### config.mk
export PLATFORM = sky130hd
export DESIGN_NAME = bitmap_block_allocator
export DESIGN_NICKNAME = d
export VERILOG_FILES = /design/src/design/bba_pkg.sv /design/src/design/bitmap_block_allocator.sv
export SDC_FILE = /design/constraint.sdc
export NUM_CORES = 2
export LEC_CHECK = 0
export BUFFER_PORTS_ARGS = -buffer_cell sky130_fd_sc_hd__clkbuf_2
export CORE_MARGIN = 5
export CORE_UTILIZATION = 50
export CTS_CLUSTER_DIAMETER = 120
export CTS_CLUSTER_SIZE = 40
export DETAILED_ROUTE_END_ITERATION = 6
export GPL_TIMING_DRIVEN = 0
export HOLD_SLACK_MARGIN = 0.15
export PLACE_DENSITY = 0.68
export REMOVE_ABC_BUFFERS = 1
export SYNTH_ARGS = -nofsm -noshare
export SYNTH_HDL_FRONTEND = slang
export SYNTH_SLANG_ARGS = --single-unit
### constraint.sdc
create_clock -name clock -period 6.79 [get_ports clock]
set_input_delay 1.358 -clock clock [delete_from_list [all_inputs] [get_ports clock]]
set_output_delay 1.358 -clock clock [all_outputs]
set_load 0.005 [all_outputs]
### src/design/bba_pkg.sv
`default_nettype none

package bba_pkg;

   // Map word width used by the scan unit.
   localparam int WORD_W     = 32;
   localparam int WORD_LOG   = 5;

   // Fixed transaction field widths.
   localparam int START_W    = 10;
   localparam int COUNT_W    = 11;

   // Default number of storage blocks.
   localparam int BLOCKS_DEF = 1024;

   typedef logic [WORD_W-1:0] word_type;

   localparam word_type WORD_ONES = {WORD_W{1'b1}};

   typedef enum logic [1:0] {
      OP_FIND  = 2'd0,
      OP_MARK  = 2'd1,
      OP_FREE  = 2'd2,
      OP_COUNT = 2'd3
   } op_type;

   // Number of consecutive ones starting at bit 0.
   function automatic logic [WORD_LOG:0] trail_ones(word_type w);
      logic [WORD_LOG:0] n;
      n = (WORD_LOG+1)'(WORD_W);
      for (int i = WORD_W - 1; i >= 0; i--) begin
         if (!w[i]) begin
            n = (WORD_LOG+1)'(i);
         end
      end
      return n;
   endfunction

   // Number of consecutive ones ending at the top bit.
   function automatic logic [WORD_LOG:0] lead_ones(word_type w);
      logic [WORD_LOG:0] n;
      n = (WORD_LOG+1)'(WORD_W);
      for (int i = 0; i < WORD_W; i++) begin
         if (!w[i]) begin
            n = (WORD_LOG+1)'(WORD_W - 1 - i);
         end
      end
      return n;
   endfunction

   // Index of the lowest set bit; zero when no bit is set.
   function automatic logic [WORD_LOG-1:0] low_index(word_type w);
      logic [WORD_LOG-1:0] n;
      n = '0;
      for (int i = WORD_W - 1; i >= 0; i--) begin
         if (w[i]) begin
            n = WORD_LOG'(i);
         end
      end
      return n;
   endfunction

   // Marks every bit position p where bits p .. p+n-1 are all set.
   // The run length is built from power-of-two partial runs.
   function automatic word_type run_starts(word_type f, logic [WORD_LOG:0] n);
      word_type          q [WORD_LOG+1];
      word_type          s;
      logic [WORD_LOG:0] off;
      q[0] = f;
      for (int k = 1; k <= WORD_LOG; k++) begin
         q[k] = q[k-1] & (q[k-1] >> (1 << (k - 1)));
      end
      s   = WORD_ONES;
      off = '0;
      for (int k = 0; k <= WORD_LOG; k++) begin
         if (n[k]) begin
            s   = s & (q[k] >> off);
            off = off + (WORD_LOG+1)'(1 << k);
         end
      end
      return s;
   endfunction

   // Population count of one map word as an adder tree.
   function automatic logic [WORD_LOG:0] pop_count(word_type w);
      logic [1:0] l1 [16];
      logic [2:0] l2 [8];
      logic [3:0] l3 [4];
      logic [4:0] l4 [2];
      for (int i = 0; i < 16; i++) begin
         l1[i] = {1'b0, w[2*i]} + {1'b0, w[2*i+1]};
      end
      for (int i = 0; i < 8; i++) begin
         l2[i] = {1'b0, l1[2*i]} + {1'b0, l1[2*i+1]};
      end
      for (int i = 0; i < 4; i++) begin
         l3[i] = {1'b0, l2[2*i]} + {1'b0, l2[2*i+1]};
      end
      for (int i = 0; i < 2; i++) begin
         l4[i] = {1'b0, l3[2*i]} + {1'b0, l3[2*i+1]};
      end
      return {1'b0, l4[0]} + {1'b0, l4[1]};
   endfunction

endpackage

`default_nettype wire

### src/design/bitmap_block_allocator.sv
`default_nettype none

// Bitmap block allocator. One used bit per storage block is kept in a map
// memory of 32-bit words. The req_ channel carries one transaction: an op,
// a start block and a block count. find_run searches upward from the start
// block for the first run of free blocks of the requested length, mark_range
// and free_range set or clear the used bits of a range (clipped at the last
// block), and count_free totals the free blocks. Every request transaction
// produces exactly one rsp_ transaction.
// A single word-wide scan unit walks the map one word per cycle, behind a
// registered read port. A transaction visits up to BLOCKS/32 map words
// (rounded up); once its result is loaded into the output register the
// block returns to idle and can take the next request. For all ops but
// count_free, a zero count or a start past the end skips the scan.
// After reset the map memory is swept to all free, one word per cycle;
// req_stall stays high during that sweep and while a transaction is in
// progress. The result is held in an output register, so a new request
// is accepted while an earlier result waits on rsp_stall; a finished
// transaction waits for that register before it completes.

module bitmap_block_allocator #(
   parameter int BLOCKS = bba_pkg::BLOCKS_DEF
) (
   input  wire                           clock,
   input  wire                           reset,
   input  wire                           req_valid,
   output logic                          req_stall,
   input  wire  [1:0]                    req_op,
   input  wire  [bba_pkg::START_W-1:0]   req_start_block,
   input  wire  [bba_pkg::COUNT_W-1:0]   req_block_count,
   output logic                          rsp_valid,
   input  wire                           rsp_stall,
   output logic                          rsp_found,
   output logic [bba_pkg::START_W-1:0]   rsp_run_start,
   output logic [bba_pkg::COUNT_W-1:0]   rsp_free_total
);

   localparam int WORD_W    = bba_pkg::WORD_W;
   localparam int WORD_LOG  = bba_pkg::WORD_LOG;
   localparam int START_W   = bba_pkg::START_W;
   localparam int COUNT_W   = bba_pkg::COUNT_W;
   localparam int WORDS     = (BLOCKS + WORD_W - 1) / WORD_W;
   localparam int AW        = (WORDS > 1) ? $clog2(WORDS) : 1;
   localparam int CNT_W     = $clog2(BLOCKS + 1);
   // Working width for block indexes and run lengths, with a spare bit so
   // that a run length plus a word never wraps.
   localparam int LW        = ((CNT_W > COUNT_W) ? CNT_W : COUNT_W) + 1;
   localparam int TAIL_BITS = BLOCKS - (WORDS - 1) * WORD_W;

   localparam bba_pkg::word_type ALL_ONES  = bba_pkg::WORD_ONES;
   localparam bba_pkg::word_type TAIL_MASK = ALL_ONES >> (WORD_W - TAIL_BITS);
   localparam logic [AW-1:0]     LAST_WORD = AW'(WORDS - 1);
   localparam logic [LW-1:0]     BLK_NUM   = LW'(BLOCKS);
   localparam logic [LW-1:0]     BLK_LAST  = LW'(BLOCKS - 1);
   localparam logic [LW-1:0]     WORD_LEN  = LW'(WORD_W);

   typedef enum logic [1:0] {
      ST_CLEAR,
      ST_IDLE,
      ST_SCAN,
      ST_DONE
   } state_type;

   // Sequencer state and transaction context.
   state_type               state_ff,     state_in;
   logic [AW-1:0]           clr_ff,       clr_in;
   bba_pkg::op_type         op_ff,        op_in;
   logic [WORD_LOG-1:0]     lo_ff,        lo_in;
   logic [WORD_LOG-1:0]     hi_ff,        hi_in;
   logic [AW-1:0]           fw_ff,        fw_in;
   logic [AW-1:0]           lw_ff,        lw_in;
   logic [AW-1:0]           stop_ff,      stop_in;
   logic [LW-1:0]           len_ff,       len_in;

   // Read issue and processing stage of the scan unit.
   logic [AW-1:0]           iss_ff,       iss_in;
   logic                    iss_act_ff,   iss_act_in;
   logic                    pv_ff,        pv_in;
   logic [AW-1:0]           pw_ff,        pw_in;

   // Scan accumulators.
   logic [LW-1:0]           run_ff,       run_in;
   logic [LW-1:0]           begin_ff,     begin_in;
   logic [CNT_W-1:0]        acc_ff,       acc_in;

   // Finished result and output register.
   logic                    res_found_ff, res_found_in;
   logic [START_W-1:0]      res_start_ff, res_start_in;
   logic [COUNT_W-1:0]      res_total_ff, res_total_in;
   logic                    rsp_valid_ff, rsp_valid_in;
   logic                    rsp_found_ff, rsp_found_in;
   logic [START_W-1:0]      rsp_start_ff, rsp_start_in;
   logic [COUNT_W-1:0]      rsp_total_ff, rsp_total_in;

   // Map memory.
   bba_pkg::word_type       map_ff [WORDS];
   bba_pkg::word_type       rdata_ff;
   logic                    wr_en;
   logic [AW-1:0]           wr_addr;
   bba_pkg::word_type       wr_data;

   // Request decode.
   logic [LW-1:0]           first_w;
   logic [LW-1:0]           count_w;
   logic [LW-1:0]           end_w;
   logic [LW-1:0]           lastb_w;
   logic                    range_ok;
   bba_pkg::op_type         req_op_t;

   // Word processing.
   bba_pkg::word_type       lo_mask;
   bba_pkg::word_type       rng_mask;
   bba_pkg::word_type       free_bits;
   bba_pkg::word_type       starts;
   logic [WORD_LOG-1:0]     lo_sel;
   logic [WORD_LOG-1:0]     hi_sel;
   logic [WORD_LOG:0]       t_ones;
   logic [WORD_LOG:0]       l_ones;
   logic [WORD_LOG:0]       pop;
   logic [WORD_LOG-1:0]     s_idx;
   logic [LW-1:0]           base;
   logic                    hit_carry;
   logic                    hit_inner;
   logic                    last_proc;

   assign req_stall      = (state_ff != ST_IDLE);
   assign rsp_valid      = rsp_valid_ff;
   assign rsp_found      = rsp_found_ff;
   assign rsp_run_start  = rsp_start_ff;
   assign rsp_free_total = rsp_total_ff;

   // Request decode: the clipped range [first_w, lastb_w].
   assign req_op_t = bba_pkg::op_type'(req_op);
   assign first_w  = LW'(req_start_block);
   assign count_w  = LW'(req_block_count);
   assign end_w    = first_w + count_w - LW'(1);
   assign lastb_w  = (end_w > BLK_LAST) ? BLK_LAST : end_w;
   assign range_ok = (first_w < BLK_NUM) && (count_w != '0);

   // Per-word view of the map word that came back from memory.
   always_comb begin
      lo_sel    = (pw_ff == fw_ff) ? lo_ff : '0;
      hi_sel    = (pw_ff == lw_ff) ? hi_ff : WORD_LOG'(WORD_W - 1);
      lo_mask   = ALL_ONES << lo_sel;
      rng_mask  = lo_mask & (ALL_ONES >> (WORD_LOG'(WORD_W - 1) - hi_sel));
      free_bits = ~rdata_ff & lo_mask & ((pw_ff == LAST_WORD) ? TAIL_MASK : ALL_ONES);
      pop       = bba_pkg::pop_count(free_bits);
      t_ones    = bba_pkg::trail_ones(free_bits);
      l_ones    = bba_pkg::lead_ones(free_bits);
      starts    = (len_ff <= WORD_LEN) ?
                  bba_pkg::run_starts(free_bits, len_ff[WORD_LOG:0]) : '0;
      s_idx     = bba_pkg::low_index(starts);
      base      = LW'(pw_ff) << WORD_LOG;
      // A run carried in from lower words completes in this word.
      hit_carry = (run_ff != '0) && ((run_ff + LW'(t_ones)) >= len_ff);
      // A run that lies wholly inside this word.
      hit_inner = (starts != '0);
      last_proc = (pw_ff == stop_ff);
   end

   // Memory port control.
   always_comb begin
      wr_en   = 1'b0;
      wr_addr = pw_ff;
      wr_data = (op_ff == bba_pkg::OP_MARK) ? (rdata_ff | rng_mask) :
                                              (rdata_ff & ~rng_mask);
      if (state_ff == ST_CLEAR) begin
         wr_en   = 1'b1;
         wr_addr = clr_ff;
         wr_data = '0;
      end else if ((state_ff == ST_SCAN) && pv_ff &&
                   ((op_ff == bba_pkg::OP_MARK) || (op_ff == bba_pkg::OP_FREE))) begin
         wr_en = 1'b1;
      end
   end

   // Sequencer next state.
   always_comb begin
      state_in     = state_ff;
      clr_in       = clr_ff;
      op_in        = op_ff;
      lo_in        = lo_ff;
      hi_in        = hi_ff;
      fw_in        = fw_ff;
      lw_in        = lw_ff;
      stop_in      = stop_ff;
      len_in       = len_ff;
      iss_in       = iss_ff;
      iss_act_in   = iss_act_ff;
      pv_in        = 1'b0;
      pw_in        = pw_ff;
      run_in       = run_ff;
      begin_in     = begin_ff;
      acc_in       = acc_ff;
      res_found_in = res_found_ff;
      res_start_in = res_start_ff;
      res_total_in = res_total_ff;
      rsp_valid_in = rsp_valid_ff && rsp_stall;
      rsp_found_in = rsp_found_ff;
      rsp_start_in = rsp_start_ff;
      rsp_total_in = rsp_total_ff;

      case (state_ff)
         ST_CLEAR: begin
            clr_in = clr_ff + AW'(1);
            if (clr_ff == LAST_WORD) begin
               state_in = ST_IDLE;
            end
         end

         ST_IDLE: begin
            if (req_valid) begin
               op_in        = req_op_t;
               len_in       = count_w;
               lo_in        = first_w[WORD_LOG-1:0];
               hi_in        = lastb_w[WORD_LOG-1:0];
               fw_in        = first_w[AW+WORD_LOG-1:WORD_LOG];
               lw_in        = lastb_w[AW+WORD_LOG-1:WORD_LOG];
               run_in       = '0;
               begin_in     = '0;
               acc_in       = '0;
               res_found_in = 1'b0;
               res_start_in = '0;
               res_total_in = '0;
               iss_act_in   = 1'b1;
               state_in     = ST_SCAN;
               case (req_op_t)
                  bba_pkg::OP_FIND: begin
                     iss_in  = first_w[AW+WORD_LOG-1:WORD_LOG];
                     stop_in = LAST_WORD;
                  end
                  bba_pkg::OP_MARK, bba_pkg::OP_FREE: begin
                     iss_in  = first_w[AW+WORD_LOG-1:WORD_LOG];
                     stop_in = lastb_w[AW+WORD_LOG-1:WORD_LOG];
                  end
                  default: begin
                     // count_free walks the whole map with no start mask.
                     iss_in  = '0;
                     stop_in = LAST_WORD;
                     lo_in   = '0;
                     fw_in   = '0;
                  end
               endcase
               if ((req_op_t != bba_pkg::OP_COUNT) && !range_ok) begin
                  iss_act_in = 1'b0;
                  state_in   = ST_DONE;
               end
            end
         end

         ST_SCAN: begin
            // Issue the next map read; its data is processed in the cycle after the read.
            if (iss_act_ff) begin
               pv_in = 1'b1;
               pw_in = iss_ff;
               if (iss_ff == stop_ff) begin
                  iss_act_in = 1'b0;
               end else begin
                  iss_in = iss_ff + AW'(1);
               end
            end
            if (pv_ff) begin
               case (op_ff)
                  bba_pkg::OP_FIND: begin
                     if (hit_carry || hit_inner) begin
                        res_found_in = 1'b1;
                        res_start_in = hit_carry ? START_W'(begin_ff) :
                                                   START_W'(base + LW'(s_idx));
                     end else if (free_bits == ALL_ONES) begin
                        run_in   = run_ff + WORD_LEN;
                        begin_in = (run_ff == '0) ? base : begin_ff;
                     end else begin
                        run_in   = LW'(l_ones);
                        begin_in = base + WORD_LEN - LW'(l_ones);
                     end
                     if (hit_carry || hit_inner || last_proc) begin
                        iss_act_in = 1'b0;
                        pv_in      = 1'b0;
                        state_in   = ST_DONE;
                     end
                  end
                  bba_pkg::OP_COUNT: begin
                     acc_in = acc_ff + CNT_W'(pop);
                     if (last_proc) begin
                        res_total_in = COUNT_W'(acc_ff + CNT_W'(pop));
                        state_in     = ST_DONE;
                     end
                  end
                  default: begin
                     // Range update: the word is written back by the memory port.
                     if (last_proc) begin
                        state_in = ST_DONE;
                     end
                  end
               endcase
            end
         end

         ST_DONE: begin
            if (!rsp_valid_ff || !rsp_stall) begin
               rsp_valid_in = 1'b1;
               rsp_found_in = res_found_ff;
               rsp_start_in = res_start_ff;
               rsp_total_in = res_total_ff;
               state_in     = ST_IDLE;
            end
         end

         default: begin
            state_in = ST_IDLE;
         end
      endcase
   end

   // State and registered outputs.
   always_ff @(posedge clock) begin
      if (reset) begin
         state_ff     <= ST_CLEAR;
         clr_ff       <= '0;
         iss_ff       <= '0;
         iss_act_ff   <= 1'b0;
         pv_ff        <= 1'b0;
         pw_ff        <= '0;
         rsp_valid_ff <= 1'b0;
      end else begin
         state_ff     <= state_in;
         clr_ff       <= clr_in;
         iss_ff       <= iss_in;
         iss_act_ff   <= iss_act_in;
         pv_ff        <= pv_in;
         pw_ff        <= pw_in;
         rsp_valid_ff <= rsp_valid_in;
      end
      op_ff        <= op_in;
      lo_ff        <= lo_in;
      hi_ff        <= hi_in;
      fw_ff        <= fw_in;
      lw_ff        <= lw_in;
      stop_ff      <= stop_in;
      len_ff       <= len_in;
      run_ff       <= run_in;
      begin_ff     <= begin_in;
      acc_ff       <= acc_in;
      res_found_ff <= res_found_in;
      res_start_ff <= res_start_in;
      res_total_ff <= res_total_in;
      rsp_found_ff <= rsp_found_in;
      rsp_start_ff <= rsp_start_in;
      rsp_total_ff <= rsp_total_in;
   end

   // Map memory: one write port, one registered read port.
   always_ff @(posedge clock) begin
      if (wr_en) begin
         map_ff[wr_addr] <= wr_data;
      end
      rdata_ff <= map_ff[iss_ff];
   end

endmodule

`default_nettype wire

==> impl_metrics.csv <==
group,metric,value,unit
clock_tree,h-tree-depth,2,
worst_hold_path,hold_class,"flop to flop",
power,p_leak,19.0,nW
power,vdd_drop_max,0.00139,V
die,dieArea,115000,um^2
die,core-area,108000,um^2
clock_tree,cts-root-buf,"clkbuf_16",
run_status,outcome,"finished, violations left",
timing,fin_crit,6.81,ns
place,port-buffer-count,50,
die,rows,121,
place,gp_congestion,0.964,
routing,drtPass1Iterations,5,
run_status,failed_checks,"negative setup slack",
global_route,grt_max_degree,61,
timing,clock_skew,0.0527,ns
power,power_density,429,nW/um^2
worst_setup_path,timing.reg2reg.setup_slack,-0.02,ns
final_layout,final_nets,3589,
clock_tree,insertion_delay,0.69,ns
final_layout,syn2layout_area_growth,11.7,%
worst_setup_path,end_kind,"flop",
clock_tree,cts_buffer_depth,3,
die,die_w,340,um
timing,tightestPinTransition,1.38,ns
place,dpl_worst_slack,-2.89,ns
final_layout,drive_above_1_share,26.8,%
final_layout,multi_input_area,18700,um^2
logic_synthesis,ys.flop_type,"edfxtp_1",
worst_setup_path,critical_path_required,7.37,ns
timing,setup_tns,-0.0516,ns
logic_synthesis,ys_types,120,
logic_synthesis,ys_seq_area_share,64.8,%
final_layout,layout_commonest_cell,"edfxtp_1",
worst_hold_path,worstHoldPathCells,0,
routing,vias,32300,
routing,drt_first_iter_violations,4122,
final_layout,layout_common_cells,"edfxtp_1 (1139), mux4_2 (322), nand2_1 (161)",
timing,max_freq,147,MHz
timing,period_share,100,%
global_route,grt_pass1_vias,31600,
die,ios,51,
die,initial_core_util,50.1,%
timing,layout_setup_ws,-0.0169,ns
global_route,grt_pass1_wl,216000,um
final_layout,ff_latch_area,35300,um^2
die,die-height,340,um
logic_synthesis,mappedNetlistArea,54400,um^2
timing,setup_viol,6,
final_layout,final_cells,4906,
global_route,antenna_found_initial,1,
logic_synthesis,avgSynthCellArea,16.2,um^2
final_layout,fillerInstances,8223,
timing,hold_viol_final,0,
logic_synthesis,ys_warn_count,0,
routing,ant_nets,0,
timing,slew_headroom,7.86,%
worst_setup_path,critPathLaunchType,"flop",
logic_synthesis,synthArstFlopShare,0,%
worst_setup_path,rr_worst_depth,32,
worst_setup_path,critical_path.max_stage_delay,0.45,ns
logic_synthesis,synth-seq-cells,1191,
place,place_hpwl,96900,um
logic_synthesis,syn_inst,3349,
routing,drc,0,
logic_synthesis,synth-edff-count,1139,
clock_tree,clkTransAtPathRegs,0.14,ns
clock_tree,cts_sinks,1191,
worst_setup_path,critical_path_class,"flop to flop",
worst_setup_path,crit_path_frequent_cell,"buf_6",
worst_setup_path,path_max_fanout,6,
routing,viasPerCell,6.58,
place,placed_cells,4716,
clock_tree,cts_tree,"done",
routing,wirelength,148000,um
worst_setup_path,crit_arrival,7.39,ns
final_layout,num_antenna_cells,0,
timing,rsz0062_at_grt,"yes",
timing,slew_viol_final,0,
worst_setup_path,critPathSlowestCell,"or3_4",
global_route,grt.overflow.total,0,
flow_run,maxCapViolations,0,
global_route,track_usage,25.2,%
clock_tree,cts_buffers,37,
routing,wire_per_inst,30.2,um
-- state kept, by name, summed over array words and instances (netlist names), 10 cells and up --
name	count
res_total_ff	11
len_ff	11
rsp_free_total	11
rdata_ff	32
rsp_run_start	10
acc_ff	11
map_ff	1024
run_ff	12
res_start_ff	10
begin_ff	10
-- area by class of cell --
type | instances | area share, %
Sequential cell | 1191 | 58.1
Multi-Input combinational cell | 1843 | 30.8
Timing Repair Buffer | 265 | 5.43
Tap cell | 1414 | 2.91
Clock buffer | 60 | 1.74
Inverter | 126 | 0.781
Clock inverter | 7 | 0.219
-- metrics by stage --
stage / total power (W) / hold WS (ns) / util, % / cell area (um^2)
floorplan: 0.0175 / 0.400 / - / 53400
global placement: 0.0206 / 0.403 / 51.1 / 55400
detailed placement: 0.0203 / 0.405 / 53.3 / 57700
CTS: 0.0254 / 0.434 / 55.5 / 60100
global route: 0.0277 / 0.443 / 56.0 / 60700
finish: 0.0260 / 0.435 / 56.0 / 60700
-- cells in the mapped netlist (all sizes together) (11+ instances only) --
library cell / instances / area share (%)
clkbuf: 131 / 1.1
mux4: 323 / 13
a22oi: 12 / 0.17
or2: 13 / 0.16
a21o: 24 / 0.33
dfxtp: 52 / 1.9
o22ai: 25 / 0.29
and2: 22 / 0.27
a21oi: 125 / 1.2
xor2: 22 / 0.35
nor3: 61 / 0.59
mux2i: 42 / 0.77
o211ai: 22 / 0.33
nand2b: 24 / 0.28
nand2: 165 / 1.1
mux2: 41 / 0.86
a211oi: 31 / 0.46
ha: 70 / 1.6
o21bai: 11 / 0.15
nor2: 225 / 1.6
o221ai: 11 / 0.18
a21boi: 15 / 0.21
fa: 28 / 1.0
inv: 124 / 0.86
nor4: 32 / 0.54
and3: 14 / 0.16
o21a: 19 / 0.26
nor2b: 13 / 0.15
nand4: 18 / 0.22
a221oi: 13 / 0.22
o32ai: 13 / 0.22
buf: 61 / 0.74
a32oi: 11 / 0.19
a31oi: 28 / 0.35
nand3: 75 / 0.69
edfxtp: 1139 / 63
xnor2: 36 / 0.61
or3: 17 / 0.21
o21ai: 107 / 1.0
-- worst paths after layout --
| path | end | startpoint |
|---|---|---|
| worst max-delay path | state_ff[0] | fw_ff[0] |
| worst min-delay path | rsp_free_total[9] | res_total_ff[9] |
| worst max register to register | state_ff[0] | fw_ff[0] |
| worst min register to register | rsp_free_total[9] | res_total_ff[9] |
-- critical path, delay by kind of cell, from the launching register on --
family	cells	cell delay, ns
compound gates	15	2.70
xor+xnor	2	0.37
fa+ha+maj	2	0.67
buf+inv	5	0.69
flops	1	0.44
mux	1	0.40
simple gates	7	1.44
-- logic make-up (layout without fill, tap and decap cells) --
| group | Yosys count | in the layout | share of synthesized area, % |
|---|---|---|---|
| muxes | 406 | 406 | 15.0 |
| and+or+nand+nor | 700 | 701 | 6.28 |
| DFF | 1191 | 1191 | 64.8 |
| buffers and inverters | 318 | 458 | 2.67 |
| xor gates and xnor gates | 58 | 59 | 0.969 |
| AOI/OAI and AO/OA | 578 | 579 | 7.58 |
| adders and majority gates | 98 | 98 | 2.64 |
-- where the power goes --
group          switching, W  internal, W  total, W  leakage [nW]
clock               0.00214      0.00113   0.00328         0.563
sequential         0.000664      0.00898   0.00965          10.8
combinational       0.00666      0.00646    0.0131          7.67
total               0.00947       0.0166    0.0260          19.0
-- per-layer routing --
layer	vias to the layer above	track usage [%]	share of wire (%)
met4	2	9.24	4.5
met3	363	3.44	8.6
li1	13600	-	-
met5	-	0	0.0088
met2	1753	40.6	48
met1	16500	35.5	39
-- what timing repair did --
action | in CTS | in global routing
pin swaps | 48 | 40
resized for setup | 115 | 61
setup endpoints to repair | 69 | 50
hold buffers | 0 | 0
cloned | 4 | 3
setup buffers | 76 | 40
Power figures use the tool's default switching activity.
